===== src/design/dq_pkg.sv =====
// Shared constants, codes and the ring memory request type for the deque unit.
// No dependencies; used by dq_ring.sv and double_ended_queue_unit.sv.
`default_nettype none

package dq_pkg;

	localparam int DEPTH  = 16;
	localparam int DATA_W = 32;
	localparam int IDX_W  = (DEPTH > 1) ? $clog2(DEPTH) : 1;
	localparam int OCC_W  = $clog2(DEPTH + 1);
	localparam int SUM_W  = OCC_W + 1;
	localparam int ACT_W  = 3;
	localparam int STAT_W = 2;

	localparam logic [ACT_W-1:0] ACT_PUSH_FRONT = 3'd0;
	localparam logic [ACT_W-1:0] ACT_PUSH_REAR  = 3'd1;
	localparam logic [ACT_W-1:0] ACT_POP_FRONT  = 3'd2;
	localparam logic [ACT_W-1:0] ACT_POP_REAR   = 3'd3;
	localparam logic [ACT_W-1:0] ACT_LIST       = 3'd4;

	localparam logic [STAT_W-1:0] STAT_OK    = 2'd0;
	localparam logic [STAT_W-1:0] STAT_EMPTY = 2'd1;
	localparam logic [STAT_W-1:0] STAT_FULL  = 2'd2;

	typedef struct packed {
		logic              wr_en;
		logic              rd_en;
		logic [IDX_W-1:0]  addr;
		logic [DATA_W-1:0] wr_data;
	} ram_req_t;

endpackage

`default_nettype wire


===== src/design/dq_ring.sv =====
// Ring storage for the deque: one shared port, registered read data.
// Depends on dq_pkg.sv.
`default_nettype none

module dq_ring (
	input  wire logic                      clk,
	input  wire dq_pkg::ram_req_t          req,
	output logic [dq_pkg::DATA_W-1:0]      rd_data
);

	logic [dq_pkg::DATA_W-1:0] mem_q [dq_pkg::DEPTH];

	always_ff @(posedge clk) begin
		if (req.wr_en) begin
			mem_q[req.addr] <= req.wr_data;
		end
		if (req.rd_en) begin
			rd_data <= mem_q[req.addr];
		end
	end

endmodule

`default_nettype wire


===== src/design/double_ended_queue_unit.sv =====
// Top level of the bounded double-ended queue: sequencer, slot adder, result register.
// Depends on dq_pkg.sv and dq_ring.sv.
//
// Usage:
//  - Input channel (in_valid/in_stall, action, value): one action per item.
//    in_stall is high whenever the block is busy with the previous item.
//  - Output channel (out_valid/out_stall, value_res, status, last): results
//    leave from a result register; last marks the final result of an item.
//  - A push result is valid in the cycle after accept; a pop or list
//    entry passes the registered ring read and then the result register.
//  - The block takes no new item before it is done with the current one;
//    the pace is set by the single ring port and one shared slot adder
//    used by every step of the sequencer.
//  - Undefined actions (5..7) are dropped with no result.
//  - While out_stall is high the result register holds; the block takes no
//    new item until the last result of the current item is taken.
//  - Reset (arst_n low) empties the queue at once; no clearing pass, the
//    ring contents are never read before written.
`default_nettype none

module double_ended_queue_unit (
	input  wire logic                              clk,
	input  wire logic                              arst_n,
	input  wire logic                              in_valid,
	output logic                                   in_stall,
	input  wire logic [dq_pkg::ACT_W-1:0]          action,
	input  wire logic signed [dq_pkg::DATA_W-1:0]  value,
	output logic                                   out_valid,
	input  wire logic                              out_stall,
	output logic signed [dq_pkg::DATA_W-1:0]       value_res,
	output logic [dq_pkg::STAT_W-1:0]              status,
	output logic                                   last
);

	localparam logic [1:0] S_IDLE = 2'd0;
	localparam logic [1:0] S_RD   = 2'd1;
	localparam logic [1:0] S_OUT  = 2'd2;

	localparam logic [dq_pkg::SUM_W-1:0] DEPTH_S = dq_pkg::SUM_W'(dq_pkg::DEPTH);
	localparam logic [dq_pkg::OCC_W-1:0] DEPTH_O = dq_pkg::OCC_W'(dq_pkg::DEPTH);

	logic [1:0]                   state_q;
	logic [dq_pkg::IDX_W-1:0]     front_q;
	logic [dq_pkg::OCC_W-1:0]     occ_q;
	logic [dq_pkg::OCC_W-1:0]     cnt_q;
	logic [dq_pkg::ACT_W-1:0]     act_q;
	logic [dq_pkg::DATA_W-1:0]    res_value_q;
	logic [dq_pkg::STAT_W-1:0]    res_status_q;
	logic                         res_last_q;

	logic                         accept;
	logic                         take;
	logic                         is_full;
	logic                         is_empty;
	logic                         list_more;
	logic [dq_pkg::OCC_W-1:0]     offset;
	logic [dq_pkg::SUM_W-1:0]     slot_sum;
	logic [dq_pkg::IDX_W-1:0]     slot;
	dq_pkg::ram_req_t             ram_req;
	logic [dq_pkg::DATA_W-1:0]    rd_data;

	assign in_stall  = (state_q != S_IDLE);
	assign accept    = in_valid && (state_q == S_IDLE);
	assign out_valid = (state_q == S_OUT);
	assign take      = out_valid && !out_stall;
	assign is_full   = (occ_q == DEPTH_O);
	assign is_empty  = (occ_q == '0);
	assign list_more = (act_q == dq_pkg::ACT_LIST) && !res_last_q;

	assign value_res = res_value_q;
	assign status    = res_status_q;
	assign last      = res_last_q;

	// offset into the ring from the front slot, per sequencer step
	always_comb begin
		offset = '0;
		unique case (state_q)
			S_IDLE: begin
				case (action)
					dq_pkg::ACT_PUSH_FRONT: offset = dq_pkg::OCC_W'(dq_pkg::DEPTH - 1);
					dq_pkg::ACT_PUSH_REAR:  offset = occ_q;
					dq_pkg::ACT_POP_REAR:   offset = dq_pkg::OCC_W'(occ_q - 1'b1);
					default:                offset = '0;
				endcase
			end
			S_RD:    offset = dq_pkg::OCC_W'(1);
			S_OUT:   offset = dq_pkg::OCC_W'(cnt_q + 1'b1);
			default: offset = '0;
		endcase
	end

	// shared slot adder with one wrap correction
	always_comb begin
		slot_sum = dq_pkg::SUM_W'(front_q) + dq_pkg::SUM_W'(offset);
		if (slot_sum >= DEPTH_S) begin
			slot_sum = slot_sum - DEPTH_S;
		end
		slot = slot_sum[dq_pkg::IDX_W-1:0];
	end

	always_comb begin
		ram_req.addr    = slot;
		ram_req.wr_data = value;
		ram_req.wr_en   = 1'b0;
		ram_req.rd_en   = 1'b0;
		if (accept) begin
			case (action) inside
				dq_pkg::ACT_PUSH_FRONT,
				dq_pkg::ACT_PUSH_REAR: ram_req.wr_en = !is_full;
				dq_pkg::ACT_POP_FRONT,
				dq_pkg::ACT_POP_REAR,
				dq_pkg::ACT_LIST:      ram_req.rd_en = !is_empty;
				default:               ram_req.rd_en = 1'b0;
			endcase
		end else if (take && list_more) begin
			ram_req.rd_en = 1'b1;
		end
	end

	dq_ring u_ring (
		.clk     (clk),
		.req     (ram_req),
		.rd_data (rd_data)
	);

	// sequencer
	always_ff @(posedge clk or negedge arst_n) begin
		if (!arst_n) begin
			state_q <= S_IDLE;
			front_q <= '0;
			occ_q   <= '0;
			cnt_q   <= '0;
			act_q   <= dq_pkg::ACT_PUSH_FRONT;
		end else begin
			unique case (state_q)
				S_IDLE: begin
					if (accept) begin
						act_q <= action;
						cnt_q <= '0;
						unique case (action) inside
							dq_pkg::ACT_PUSH_FRONT: begin
								state_q <= S_OUT;
								if (!is_full) begin
									front_q <= slot;
									occ_q   <= occ_q + 1'b1;
								end
							end
							dq_pkg::ACT_PUSH_REAR: begin
								state_q <= S_OUT;
								if (!is_full) begin
									occ_q <= occ_q + 1'b1;
								end
							end
							dq_pkg::ACT_POP_FRONT,
							dq_pkg::ACT_POP_REAR,
							dq_pkg::ACT_LIST: begin
								state_q <= is_empty ? S_OUT : S_RD;
							end
							default: state_q <= S_IDLE;
						endcase
					end
				end
				S_RD: begin
					state_q <= S_OUT;
					// pops retire here; front moves by one on a front pop
					if (act_q == dq_pkg::ACT_POP_FRONT) begin
						front_q <= slot;
						occ_q   <= occ_q - 1'b1;
					end else if (act_q == dq_pkg::ACT_POP_REAR) begin
						occ_q <= occ_q - 1'b1;
					end
				end
				S_OUT: begin
					if (take) begin
						if (list_more) begin
							cnt_q   <= cnt_q + 1'b1;
							state_q <= S_RD;
						end else begin
							state_q <= S_IDLE;
						end
					end
				end
				default: state_q <= S_IDLE;
			endcase
		end
	end

	// result register
	always_ff @(posedge clk) begin
		if (accept) begin
			res_value_q <= '0;
			res_last_q  <= 1'b1;
			case (action) inside
				dq_pkg::ACT_PUSH_FRONT,
				dq_pkg::ACT_PUSH_REAR: res_status_q <= is_full ? dq_pkg::STAT_FULL
				                                               : dq_pkg::STAT_OK;
				default:               res_status_q <= dq_pkg::STAT_EMPTY;
			endcase
		end else if (state_q == S_RD) begin
			res_value_q  <= rd_data;
			res_status_q <= dq_pkg::STAT_OK;
			res_last_q   <= (act_q != dq_pkg::ACT_LIST) ||
			                (dq_pkg::OCC_W'(cnt_q + 1'b1) == occ_q);
		end
	end

`ifndef SYNTHESIS
	// no new item while a result is pending
	a_no_accept_busy: assert property (@(posedge clk) disable iff (!arst_n)
		out_valid |-> in_stall)
		else $error("item accepted while result pending");

	a_occ_bound: assert property (@(posedge clk) disable iff (!arst_n)
		occ_q <= DEPTH_O)
		else $error("occupancy above depth");

	a_full_status: assert property (@(posedge clk) disable iff (!arst_n)
		(out_valid && status == dq_pkg::STAT_FULL) |-> (is_full && last))
		else $error("full status without a full queue");

	a_empty_status: assert property (@(posedge clk) disable iff (!arst_n)
		(out_valid && status == dq_pkg::STAT_EMPTY) |-> (is_empty && last))
		else $error("empty status without an empty queue");
`endif

endmodule

`default_nettype wire

===== config.mk =====
export PLATFORM = sky130hd
export DESIGN_NAME = double_ended_queue_unit
export DESIGN_NICKNAME = d
export VERILOG_FILES = /design/src/design/dq_pkg.sv /design/src/design/dq_ring.sv /design/src/design/double_ended_queue_unit.sv
export SDC_FILE = /design/constraint.sdc
export NUM_CORES = 1
export LEC_CHECK = 0
export ABC_AREA = 1
export BUFFER_PORTS_ARGS = -buffer_cell sky130_fd_sc_hd__buf_2
export CAP_MARGIN = 40
export CORE_MARGIN = 3
export CORE_UTILIZATION = 62
export CTS_BUF_LIST = sky130_fd_sc_hd__clkbuf_16
export CTS_CLUSTER_SIZE = 24
export DETAILED_ROUTE_END_ITERATION = 7
export PLACE_DENSITY = 0.79
export SLEW_MARGIN = 40
export SYNTH_ARGS = -nofsm -noshare
export SYNTH_HDL_FRONTEND = slang
export SYNTH_HIERARCHICAL = 1
export SYNTH_SLANG_ARGS = --single-unit

===== constraint.sdc =====
create_clock -name clk -period 6.1 [get_ports clk]
set_input_delay 1.22 -clock clk [delete_from_list [all_inputs] [get_ports clk]]
set_output_delay 1.22 -clock clk [all_outputs]
set_load 0.03 [all_outputs]

==> results.cfg <==
[pwr]
power_density_nw_per_um2 = 561.0
finalPower_mw = 15.51
power_leakage_nw = 11.75
vdd_drop_max_mv = 0.5519

[drt]
routedWlPerCell_um = 18.73
ant_nets = 0
totalWireLength_mm = 56.44
vias = 16730
drc = 0
drtPass1Iterations = 5
vias_per_cell = 5.551
drtIter0Drc = 1800

[critical_path]
required_ps = 6400
cp_slowest_cell = fa_4
critical-path-top-delay-family = adder cells
cp_max_fo = 55
slowest_delay_ps = 1280
r2r_slack_ps = 1450
cp-start-kind = input port
critPathCaptureType = flip-flop
cp_cell_sequence = buf_2, nor2_4, inv_1, a21oi_1, a21oi_1, o211ai_1, ha_4, fa_4, nand3_1, nor2_4, buf_4
worstPathArrival_ps = 5000
crit_buf_inv = 3
critPathKind = in2reg

[final_layout]
finalCoreUtilization = 0.7039
layout-drive-gt1-share = 0.1002
layout_commonest_cell = nand2_1
area_growth_syn_to_layout_pct = 10.57
fin_nets = 2490
mostFrequentLayoutCells = nand2_1 (1424), edfxtp_1 (546), inv_1 (93)

[global_route]
grt_pass1_vias = 16520
antenna_found_initial = 1
grt.overflow.total = 0
grt_pass1_wl_mm = 88.00
grt_max_degree = 138
grtUsageTotal = 0.2679

[sta]
fin_skew_ps = 22.83
fmax_mhz = 213.0
whs_ps = 462.9
finalCritPeriodShare = 0.7697
hold_viol = 0
tightest_slew_ps = 880.4
setup_viol = 0
setup_tns_ps = 0
relSlewSlack = 0.4117
rsz0062_at_grt = no
min_period_ps = 4695
drv_slew = 0

[logic_synthesis]
synth_seq_cells = 598
synth_cell_types = 42
ys_async_sr_fraction = 0.03177
synth.avg_cell_area_sq_um = 10.51
yosys_most_used_dff = edfxtp_1
yosysSeqAreaShare = 0.7011
yosysWarnings = 6
synth_edf_count = 546
synth_area_sq_um = 25010
synthCells = 2380
syn_nets = 2426

[floorplanning]
initial_utilization = 0.6366
core_area_sq_um = 39280
rows = 72
dieArea_sq_um = 42780
chipHeight_um = 206.8
pin_count = 76
die_w_um = 206.8

[clocking]
ctsResizeCount = 0
ctsHoldBuffers = 0
clockBufferDepth = 3
cts_buffers = 59
post_cts_buffers = 0
clkSinkCount = 598
root_buffer = clkbuf_16
clock_latency_ps = 620
cts_tree = done
htree_levels = 2
clkTransAtPathRegs_ps = 60

[placement]
io_buffers = 75
dp_hpwl_mm = 31.68
gp_congestion = 0.8579

[run]
maxCapViolCount = 0

[outcome]
outcome = completed

[hold_path]
hold_class = reg2reg
-- cells by family (layout without fill, tap and decap cells) --
| kind of cell | Yosys count | in the layout | share of synthesized area |
|---|---|---|---|
| adder cells (fa/ha/maj) | 7 | 7 | 0.003803 |
| AND/OR/NAND/NOR | 1499 | 1499 | 0.2290 |
| flip-flops | 598 | 598 | 0.7011 |
| buffers and inverters | 200 | 315 | 0.04323 |
| other | 0 | 1 | 0 |
| XOR/XNOR | 8 | 8 | 0.002802 |
| AO/OA/AOI/OAI | 68 | 68 | 0.02007 |
-- worst register-to-register path: cells and delay by family (launching register included) --
kind,cells,cell delay (ps)
DFF,1,440
AOI/OAI and AO/OA,2,490
and+or+nand+nor,2,1250
buffers and inverters,3,560
adders and majority gates,2,1590
-- sequential cells by signal (all words and copies together), names as in the netlist --
name and count:
act_q 3, cnt_q 5, front_q 4, last 1, occ_q 5, state_q 2
status 2, u_ring/mem_q 512, u_ring/rd_data 32, value_res 32
-- power by group --
part           switching [mW]  internal, mW  total [mW]
clock                    1.51          1.93        3.44
combinational            5.14          1.85        6.99
sequential              0.151          4.93        5.09
total                    6.80          8.71        15.5
-- worst paths after layout --
check / from / end / cells past startpoint
max: action[2] / u_ring/mem_q[11][2]$_DFFE_PP_ / 11
min: u_ring/rd_data[22]$_DFFE_PP_ / value_res[22]$_SDFFE_PP0P_ / 1
max reg2reg: occ_q[0]$_DFFE_PN0P_ / u_ring/mem_q[11][2]$_DFFE_PP_ / 9
min reg2reg: u_ring/rd_data[22]$_DFFE_PP_ / value_res[22]$_SDFFE_PP0P_ / 1
max in group asynchronous: arst_n / cnt_q[3]$_DFFE_PN0P_ / 1
min in group asynchronous: arst_n / occ_q[3]$_DFFE_PN0P_ / 1
-- synthesized netlist by cell type, types with 2 or more instances --
cell         n  area (sq um)
dfxtp_1     33         660.6
nor3_1       3         15.01
nor2_4       2         22.52
buf_6       23         259.0
buf_1        6         22.52
o21ai_0      8         40.04
inv_1       84         315.3
xnor2_1      2         17.52
buf_2       44         220.2
clkbuf_1    13         48.80
xor2_1       6         52.55
nand3_1     18         90.09
nor2_1      33         123.9
o21ai_2      5         43.79
dfrtp_1     19         475.5
nand2_1   1424          5345
a22o_1      32         280.3
a21oi_2      2         17.52
nand2_2     11         68.82
ha_1         6         75.07
nor4_1       2         12.51
a21oi_1     11         55.05
o31ai_1      2         15.01
o21ai_1      4         20.02
edfxtp_1   546         16400
buf_4       18         135.1
inv_2        8         30.03
-- metal layers --
metal  up-vias  wire, um  track usage
met3       133      4661      0.04046
li1       7852         -            -
met2       744     27230       0.4488
met4         0      1807      0.09728
met1      8002     22750       0.3628
met5         -         0            0
-- area by class of cell --
class,count,area [sq um]
Inverter,94,365.4
Sequential cell,598,17530
Timing Repair Buffer,109,691.9
Clock inverter,53,361.6
Multi-Input combinational cell,1582,6571
Clock buffer,59,1476
Fill cell,2717,11630
Tap cell,518,648.1
Antenna cell,1,2.502
-- stage by stage --
stage          setup WS (ps)  cells  cell area [sq um]
2_1_floorplan           1148   2380              25010
3_3_place_gp           978.8   2901              25790
3_5_place_dp           895.6   2901              25800
4_1_cts                 1510   3013              27640
5_1_grt                 1239   3014              27650
6_report                1405   3014              27650
Note: power is estimated with default switching activity, not from simulation.
